$ cat src/hdl/ibfd_pkg.sv
// shared types and constants for the imu binary frame deframer
`timescale 1ns / 1ps

package ibfd_pkg;

  localparam logic [7:0] SYNC_BYTE = 8'h55;
  localparam int NUM_REGS = 6;
  localparam int FLEN_W = 6;

  // configuration register indexes
  localparam logic [2:0] REG_QUAT  = 3'd0;
  localparam logic [2:0] REG_GYRO  = 3'd1;
  localparam logic [2:0] REG_ACCEL = 3'd2;
  localparam logic [2:0] REG_MAG   = 3'd3;
  localparam logic [2:0] REG_TEMP  = 3'd4;
  localparam logic [2:0] REG_TIME  = 3'd5;

  // per-cycle control for the byte chain
  typedef struct packed {
    logic       shift;
    logic       wr;
    logic [7:0] wr_data;
  } cell_ctrl_t;

  // payload word count from the enable registers
  function automatic logic [3:0] word_count(input logic [NUM_REGS-1:0] regs);
    logic [3:0] n;
    n = regs[REG_QUAT] ? 4'd4 : 4'd3;
    if (regs[REG_GYRO])  n = n + 4'd3;
    if (regs[REG_ACCEL]) n = n + 4'd3;
    if (regs[REG_MAG])   n = n + 4'd3;
    if (regs[REG_TEMP])  n = n + 4'd1;
    if (regs[REG_TIME])  n = n + 4'd1;
    return n;
  endfunction

endpackage

$ cat src/hdl/ibfd_cell.sv
// one byte cell of the frame buffer chain
`timescale 1ns / 1ps

module ibfd_cell (
  input  logic               clk,
  input  ibfd_pkg::cell_ctrl_t ctrl,
  input  logic [7:0]         next_byte,
  output logic [7:0]         data
);
  import ibfd_pkg::*;

  // write wins over shift, so a full buffer can drop and append at once
  always_ff @(posedge clk) begin
    if (ctrl.wr) begin
      data <= ctrl.wr_data;
    end else if (ctrl.shift) begin
      data <= next_byte;
    end
  end

endmodule

$ cat src/hdl/ibfd_chain.sv
// ring of byte cells holding the frame buffer, head at cell 0
`timescale 1ns / 1ps

module ibfd_chain #(
  parameter int DEPTH = 34,
  parameter int IDXW  = 6
) (
  input  logic                 clk,
  input  ibfd_pkg::cell_ctrl_t ctrl,
  input  logic [IDXW-1:0]      wr_pos,
  output logic [7:0]           head0,
  output logic [7:0]           head1
);
  import ibfd_pkg::*;

  logic [7:0]  bytes [DEPTH];
  cell_ctrl_t  cctrl [DEPTH];

  genvar i;
  generate
    for (i = 0; i < DEPTH; i++) begin : g_cell
      assign cctrl[i] = '{shift:   ctrl.shift,
                          wr:      ctrl.wr && (wr_pos == IDXW'(i)),
                          wr_data: ctrl.wr_data};
      // last cell takes from cell 0, so a full pass of shifts is a rotation
      ibfd_cell u_cell (
        .clk       (clk),
        .ctrl      (cctrl[i]),
        .next_byte (bytes[(i + 1) % DEPTH]),
        .data      (bytes[i])
      );
    end
  endgenerate

  assign head0 = bytes[0];
  assign head1 = bytes[1];

endmodule

$ cat src/hdl/imu_binary_frame_deframer.sv
// top level of the imu binary frame deframer
`timescale 1ns / 1ps

// Byte-stream frame parser for a binary IMU link. Each input transaction
// appends one rx_byte to a frame buffer kept in a ring of MAX_FRAME_BYTES
// byte cells that shift toward cell 0. The frame is 0x55 0x55, a number of
// big-endian 16-bit words set by the enable registers, and a big-endian
// 16-bit byte-sum trailer. When the buffer reaches frame length the block
// stalls its input while it drops bytes ahead of the first sync pair (one
// per cycle), rotates the whole ring once to sum the bytes and pick up the
// trailer, compares, and then either sends one error transaction and drops
// one byte, or sends the frame's words one after another, output stall
// permitting. Results sit in an output register, so a finished word may
// wait on the output side while new bytes come in. A pending configuration
// write stalls the byte input, and a write to a listed register empties
// the buffer. Counters saturate at COUNTER_BITS and are shown clipped to
// 16 bits.
module imu_binary_frame_deframer #(
  parameter int MAX_FRAME_BYTES = 34,
  parameter int COUNTER_BITS    = 16
) (
  input  logic        clk,
  input  logic        rst,
  // byte input channel
  input  logic        in_valid,
  output logic        in_stall,
  input  logic [7:0]  rx_byte,
  // result channel
  output logic        out_valid,
  input  logic        out_stall,
  output logic        status,
  output logic [3:0]  value_index,
  output logic [15:0] raw_value,
  output logic        last_value,
  output logic [15:0] good_frame_count,
  output logic [15:0] checksum_error_count,
  // configuration write channel
  input  logic        cfg_valid,
  output logic        cfg_ready,
  input  logic [2:0]  cfg_index,
  input  logic        cfg_data
);
  import ibfd_pkg::*;

  localparam int FW   = $clog2(MAX_FRAME_BYTES + 1);   // fill level width
  localparam int IDXW = $clog2(MAX_FRAME_BYTES);       // cell index width
  localparam int LW   = (FW > FLEN_W) ? FW : FLEN_W;   // compare width
  localparam int CW   = (COUNTER_BITS > 16) ? COUNTER_BITS : 16;

  // state codes
  localparam logic [2:0] S_IDLE   = 3'd0;
  localparam logic [2:0] S_SEARCH = 3'd1;
  localparam logic [2:0] S_SUM    = 3'd2;
  localparam logic [2:0] S_CHECK  = 3'd3;
  localparam logic [2:0] S_ERR    = 3'd4;
  localparam logic [2:0] S_EMIT   = 3'd5;

  logic [2:0]              state, state_next;
  logic [FW-1:0]           fill, fill_next;
  logic [NUM_REGS-1:0]     regs;
  logic [15:0]             sum, sum_next;
  logic [15:0]             trl, trl_next;
  logic [IDXW-1:0]         rot, rot_next;
  logic [FLEN_W-1:0]       pos, pos_next;
  logic [COUNTER_BITS-1:0] good_cnt, good_cnt_next;
  logic [COUNTER_BITS-1:0] err_cnt, err_cnt_next;

  // chain interface
  cell_ctrl_t      cctrl;
  logic [IDXW-1:0] wr_pos;
  logic [7:0]      head0, head1;

  // output register controls
  logic        load;
  logic        load_status;
  logic [3:0]  load_index;
  logic [15:0] load_value;
  logic        load_last;

  logic              in_acc, cfg_acc, slot_free;
  logic [3:0]        words;
  logic [FLEN_W-1:0] flen;
  logic              flen_fits;
  logic              fill_full;
  logic [LW-1:0]     fill_x, flen_x, rot_x;
  logic              pair_at_head;
  logic              emit_last;

  ibfd_chain #(
    .DEPTH (MAX_FRAME_BYTES),
    .IDXW  (IDXW)
  ) u_chain (
    .clk    (clk),
    .ctrl   (cctrl),
    .wr_pos (wr_pos),
    .head0  (head0),
    .head1  (head1)
  );

  assign words     = word_count(regs);
  assign flen      = FLEN_W'(4) + {1'b0, words, 1'b0};
  assign fill_x    = LW'(fill);
  assign flen_x    = LW'(flen);
  assign rot_x     = LW'(rot);
  assign flen_fits = flen_x <= LW'(MAX_FRAME_BYTES);
  assign fill_full = fill == FW'(MAX_FRAME_BYTES);

  // a pending register write holds off the byte input
  assign in_stall  = (state != S_IDLE) || cfg_valid;
  assign cfg_ready = (state == S_IDLE);
  assign in_acc    = in_valid && !in_stall;
  assign cfg_acc   = cfg_valid && cfg_ready;
  assign slot_free = !out_valid || !out_stall;

  assign pair_at_head = (head0 == SYNC_BYTE) && (head1 == SYNC_BYTE);
  // last word's first byte sits at frame length minus four
  assign emit_last    = pos == (flen - FLEN_W'(4));

  always_comb begin
    state_next    = state;
    fill_next     = fill;
    sum_next      = sum;
    trl_next      = trl;
    rot_next      = rot;
    pos_next      = pos;
    good_cnt_next = good_cnt;
    err_cnt_next  = err_cnt;
    cctrl         = '{shift: 1'b0, wr: 1'b0, wr_data: rx_byte};
    wr_pos        = fill_full ? IDXW'(MAX_FRAME_BYTES - 1) : fill[IDXW-1:0];
    load          = 1'b0;
    load_status   = 1'b0;
    load_index    = 4'd0;
    load_value    = {head0, head1};
    load_last     = 1'b0;

    case (state)
      S_IDLE: begin
        if (cfg_acc) begin
          // only a listed register empties the buffer
          if (cfg_index < 3'(NUM_REGS)) begin
            fill_next = '0;
          end
        end else if (in_acc) begin
          cctrl.wr = 1'b1;
          // a full buffer drops its oldest byte while the new one lands
          if (fill_full) begin
            cctrl.shift = 1'b1;
          end else begin
            fill_next = fill + FW'(1);
          end
          if (flen_fits && (LW'(fill_next) == flen_x)) begin
            state_next = S_SEARCH;
          end
        end
      end

      S_SEARCH: begin
        if (fill < FW'(2)) begin
          // no sync pair anywhere
          fill_next  = '0;
          state_next = S_IDLE;
        end else if (pair_at_head) begin
          if (fill_x == flen_x) begin
            sum_next   = '0;
            rot_next   = '0;
            state_next = S_SUM;
          end else begin
            state_next = S_IDLE;
          end
        end else begin
          cctrl.shift = 1'b1;
          fill_next   = fill - FW'(1);
        end
      end

      S_SUM: begin
        // one full rotation leaves the buffer where it started
        cctrl.shift = 1'b1;
        if (rot_x < (flen_x - LW'(2))) begin
          sum_next = sum + {8'd0, head0};
        end
        if (rot_x == (flen_x - LW'(2))) begin
          trl_next[15:8] = head0;
        end
        if (rot_x == (flen_x - LW'(1))) begin
          trl_next[7:0] = head0;
        end
        rot_next = rot + IDXW'(1);
        if (rot == IDXW'(MAX_FRAME_BYTES - 1)) begin
          state_next = S_CHECK;
        end
      end

      S_CHECK: begin
        if (sum == trl) begin
          good_cnt_next = (good_cnt == '1) ? good_cnt : good_cnt + COUNTER_BITS'(1);
          pos_next      = '0;
          state_next    = S_EMIT;
        end else begin
          err_cnt_next = (err_cnt == '1) ? err_cnt : err_cnt + COUNTER_BITS'(1);
          state_next   = S_ERR;
        end
      end

      S_ERR: begin
        if (slot_free) begin
          load        = 1'b1;
          load_status = 1'b1;
          load_value  = trl;
          load_last   = 1'b1;
          cctrl.shift = 1'b1;
          fill_next   = fill - FW'(1);
          state_next  = S_IDLE;
        end
      end

      S_EMIT: begin
        if ((pos < FLEN_W'(2)) || pos[0]) begin
          // skip the sync bytes and the low byte of each sent word
          cctrl.shift = 1'b1;
          pos_next    = pos + FLEN_W'(1);
        end else if (slot_free) begin
          load        = 1'b1;
          load_index  = 4'(pos[FLEN_W-1:1] - (FLEN_W-1)'(1));
          load_last   = emit_last;
          cctrl.shift = 1'b1;
          pos_next    = pos + FLEN_W'(1);
          if (emit_last) begin
            fill_next  = '0;
            state_next = S_IDLE;
          end
        end
      end

      default: begin
        state_next = S_IDLE;
      end
    endcase
  end

  // counters clipped to 16 bits for display
  function automatic logic [15:0] show(input logic [COUNTER_BITS-1:0] c);
    logic [CW-1:0] x;
    x = CW'(c);
    return (x > CW'(16'hFFFF)) ? 16'hFFFF : x[15:0];
  endfunction

  always_ff @(posedge clk) begin
    if (rst) begin
      state     <= S_IDLE;
      fill      <= '0;
      regs      <= '0;
      good_cnt  <= '0;
      err_cnt   <= '0;
      out_valid <= 1'b0;
    end else begin
      state    <= state_next;
      fill     <= fill_next;
      good_cnt <= good_cnt_next;
      err_cnt  <= err_cnt_next;
      if (cfg_acc && (cfg_index < 3'(NUM_REGS))) begin
        regs[cfg_index] <= cfg_data;
      end
      if (load) begin
        out_valid <= 1'b1;
      end else if (!out_stall) begin
        out_valid <= 1'b0;
      end
    end
  end

  // datapath registers, no reset needed
  always_ff @(posedge clk) begin
    sum <= sum_next;
    trl <= trl_next;
    rot <= rot_next;
    pos <= pos_next;
    if (load) begin
      status               <= load_status;
      value_index          <= load_index;
      raw_value            <= load_value;
      last_value           <= load_last;
      good_frame_count     <= show(good_cnt);
      checksum_error_count <= show(err_cnt);
    end
  end

endmodule

$ cat config.mk
export PLATFORM = sky130hd
export DESIGN_NAME = imu_binary_frame_deframer
export DESIGN_NICKNAME = d
export VERILOG_FILES = /design/src/hdl/ibfd_pkg.sv /design/src/hdl/ibfd_cell.sv /design/src/hdl/ibfd_chain.sv /design/src/hdl/imu_binary_frame_deframer.sv
export SDC_FILE = /design/constraint.sdc
export NUM_CORES = 1
export LEC_CHECK = 0
export BUFFER_PORTS_ARGS = -buffer_cell sky130_fd_sc_hd__buf_4
export CAP_MARGIN = 20
export CORE_MARGIN = 5
export CORE_UTILIZATION = 45
export CTS_CLUSTER_SIZE = 8
export DETAILED_ROUTE_END_ITERATION = 8
export GPL_TIMING_DRIVEN = 1
export MAX_ROUTING_LAYER = met4
export PLACE_DENSITY = 0.7
export SETUP_SLACK_MARGIN = 0.4
export SYNTH_ARGS = -nofsm -noshare
export SYNTH_HDL_FRONTEND = slang
export SYNTH_SLANG_ARGS = --single-unit
$ cat constraint.sdc
create_clock -name clk -period 5.2 [get_ports clk]
set_input_delay 1.3 -clock clk [delete_from_list [all_inputs] [get_ports clk]]
set_output_delay 1.3 -clock clk [all_outputs]
set_load 0.01 [all_outputs]
==> results.ini <==
[outcome]
outcome=finished, final reports clean

[critical_path]
regToRegStartpoint=regs[0]
crit_type=register to register
critical_path.endpoint_type=register
critical-path-max-stage-delay_ns=0.63
worst_ep_arrival_time_ns=5.09
cp_slowest_cell=fa_2
startpoint_type=register
r2r_slack_ns=0.59
crit_start=regs[0]
worstPathCellList=inv_2, fa_2, xor2_4, ha_1, nor2b_1, nor2_1, ha_1, nand2_1, xnor2_1, xnor3_2, ha_4, or4b_1, a211o_1, nand2_1, mux2i_4, nor2_2, o211a_1
ff2ff_path_depth=17
crit_path_end=fill[4]
crit_fanout=8
required_ns=5.68
r2r-end=fill[4]

[placed_design]
dpl_cell_area_mm2=0.0208
port_buffers=73
dp_slack_ns=0.141
dp.cells=2045
gp_congestion=0.906
hpwl_um=25200

[clocking]
clkLatencyLatePin_ns=0.59
cts-hold-fix-buffers=0
cts.reportedPaths.clkPinSlew_ns=0.06
clock-sinks=418
cts_buffers=58
cts-root-buf=clkbuf_16
clockBufferDepth=3
cts_tree=yes
htree_levels=2

[synthesis]
synth_area_mm2=0.0197
synth_top_family_by_area=multiplexers
synth-main-ff-cell=edfxtp_1
synthSimpleGateAreaFrac=0.101
yosysUniqueCellTypes=76
async_reset_ff_frac=0
avgSynthCellArea_um2=13.6
synthAdderAreaFrac=0.0256
ys_seq_elements=418
seq_area_frac_synth=0.614
synthMuxAreaShare=0.163
synth_compound_area_frac=0.0362
synthXorXnorAreaFrac=0.0404
syn-num-nets=1496
synthCells=1440
synth-edff-count=370
ys_warn_count=0

[power]
irDropWorstVdd_uv=246
seqPwrFrac=0.498
p_sw_frac=0.224
p_sw_mw=1.73
combPwrFrac=0.069
clockPowerShare=0.433
p_int_mw=6.01
powerDensity_mw_per_mm2=344
cellLeakagePower_nw=7.79

[floorplanning]
dieWidth_um=219
initial_core_util=0.455
dieArea_mm2=0.0479
io-pin-count=74
std_cell_rows=76
core_region_area_mm2=0.0432
die_h_um=219

[cells_and_area]
post-route-util=0.521
instances_no_fill=2131
drive_above_1_share=0.298
final_area_mm2=0.0225
mostFrequentLayoutCell=edfxtp_1
syn2layout_area_growth_pct=14.4
layout.nets=1580
fill_cells=3612
layout_common_cells=edfxtp_1, mux2_2, nand2_1
antennaDiodeCount=0

[timing]
slew_headroom=0.276
finalSetupTns_ns=0
fmax_mhz=217
clock_skew_ns=0.0165
max_slew.worst_pin.slew_ns=1.07
finalSetupViolCount=0
setup_ws_ns=0.589
fin_crit_ns=4.61
slew_viol_final=0
hold_viol=0
rsz0062_at_grt=false
fin_crit_sh=0.887

[routing]
vias_per_cell=5.44
ant_nets=0
num_vias=11600
routed_wl_um=39500
drcViolationCount=0
drtPass1Iterations=5
wire_per_inst_um=18.5
drtIter0Drc=793

[global_routing]
antenna_found_initial=0
grt.overflow.total=0
grt_util_met1=0.223
grt_pass1_vias=11900
met2_usage=0.272
grt_usage=0.169
gr-max-usage-layer=met2
grt_max_degree=45
grt_pass1_wl_um=63800
grt_use_met3=0.0334

[run]
max_cap_violations=0

[min_path]
min_path_type=register to register

critical path: cells and delay by family, from the launching register on:
family	cells	cell delay, ns
compound gates	2	0.60
flops	1	0.36
fa+ha+maj	4	1.38
buf+inv	1	0.07
xor+xnor	3	0.69
simple gates	6	1.08
mux	1	0.30
synthesized netlist by cell type, types with 3 or more instances:
| cell | number | area [um^2] |
|---|---|---|
| nand4b_1 | 3 | 26.3 |
| buf_2 | 4 | 20.0 |
| a21o_1 | 3 | 22.5 |
| mux2i_1 | 11 | 110 |
| nor2_1 | 101 | 379 |
| a21oi_1 | 20 | 100 |
| and4_1 | 5 | 43.8 |
| o22ai_1 | 4 | 25.0 |
| buf_1 | 6 | 22.5 |
| and3_1 | 12 | 75.1 |
| nand2b_1 | 15 | 93.8 |
| nor4_1 | 4 | 25.0 |
| a21boi_0 | 3 | 22.5 |
| nand2_1 | 138 | 518 |
| nand3b_1 | 5 | 37.5 |
| mux2_2 | 273 | 3070 |
| a31oi_1 | 5 | 31.3 |
| nor4bb_1 | 5 | 50.1 |
| and2_1 | 13 | 81.3 |
| nand3_1 | 29 | 145 |
| nor3b_1 | 9 | 67.6 |
| or3_1 | 14 | 87.6 |
| xnor2_1 | 49 | 429 |
| ha_1 | 37 | 463 |
| or2_2 | 3 | 18.8 |
| nor2b_1 | 12 | 75.1 |
| o21ai_0 | 31 | 155 |
| nor3_1 | 20 | 100 |
| edfxtp_1 | 370 | 11100 |
| inv_1 | 29 | 109 |
| clkbuf_1 | 56 | 210 |
| o211ai_1 | 7 | 52.6 |
| dfxtp_1 | 48 | 961 |
| nand4_1 | 10 | 62.6 |
| xor2_1 | 32 | 280 |
| a211oi_1 | 7 | 52.6 |
state kept, by name (all words and copies together), names as in the netlist:
register,count
state,3
fill,6
last_value,1
regs,6
status,1
err_cnt,16
out_valid,1
rot,6
good_cnt,16
value_index,4
u_chain.g_cell.u_cell.data,272
good_frame_count,16
sum,16
trl,16
raw_value,16
checksum_error_count,16
pos,6
layer usage:
layer	routed length, um	part of all wire
met5	0	0
met4	756	0.019
met3	2040	0.052
met2	18900	0.48
met1	17800	0.45
cell families after synthesis:
kind of cell	Yosys count
compound gates	108
simple gates	408
mux	285
fa+ha+maj	39
xor+xnor	85
buf+inv	97
flops	418
cell type report:
type | instances | area [um^2] | share of cell area
Clock inverter | 3 | 43.8 | 0.00195
Clock buffer | 79 | 1530 | 0.0681
Multi-Input combinational cell | 925 | 7300 | 0.325
Sequential cell | 418 | 12100 | 0.537
Timing Repair Buffer | 90 | 683 | 0.0304
Inverter | 31 | 116 | 0.00518
Tap cell | 585 | 732 | 0.0326
worst min-delay path by stage:
stage / startpoint / end / slack (ns) / cells after the start
after CTS: good_cnt[14] / good_frame_count[14] / 0.46 / 0
final: good_cnt[14] / good_frame_count[14] / 0.46 / 0
after detailed placement: good_cnt[14] / good_frame_count[14] / 0.44 / 0
after global placement: good_cnt[14] / good_frame_count[14] / 0.43 / 0
after global routing: good_cnt[14] / good_frame_count[14] / 0.47 / 0
after floorplan: good_cnt[14] / good_frame_count[14] / 0.41 / 0
power groups by stage:
stage	clock (mW)	sequential (mW)	combinational [mW]
floorplan	0	3.87	0.394
global placement	0	3.91	0.505
detailed placement	0	3.92	0.517
CTS	3.43	3.85	0.526
global route	3.58	3.86	0.585
finish	3.35	3.85	0.533
stage by stage:
stage                     hold slack (ns)  total power [mW]
after global routing                0.472              8.02
after detailed placement            0.440              4.43
final                               0.462              7.74
after global placement              0.431              4.42
after CTS                           0.462              7.81
after floorplan                     0.408              4.27
timing repair:
action	4_1_cts	5_1_grt
gates cloned	0	0
pin swaps	0	1
resized for setup	5	17
hold endpoints to repair	0	0
buffers inserted	0	1
setup endpoints to repair	40	47
Power figures use the tool's default switching activity.
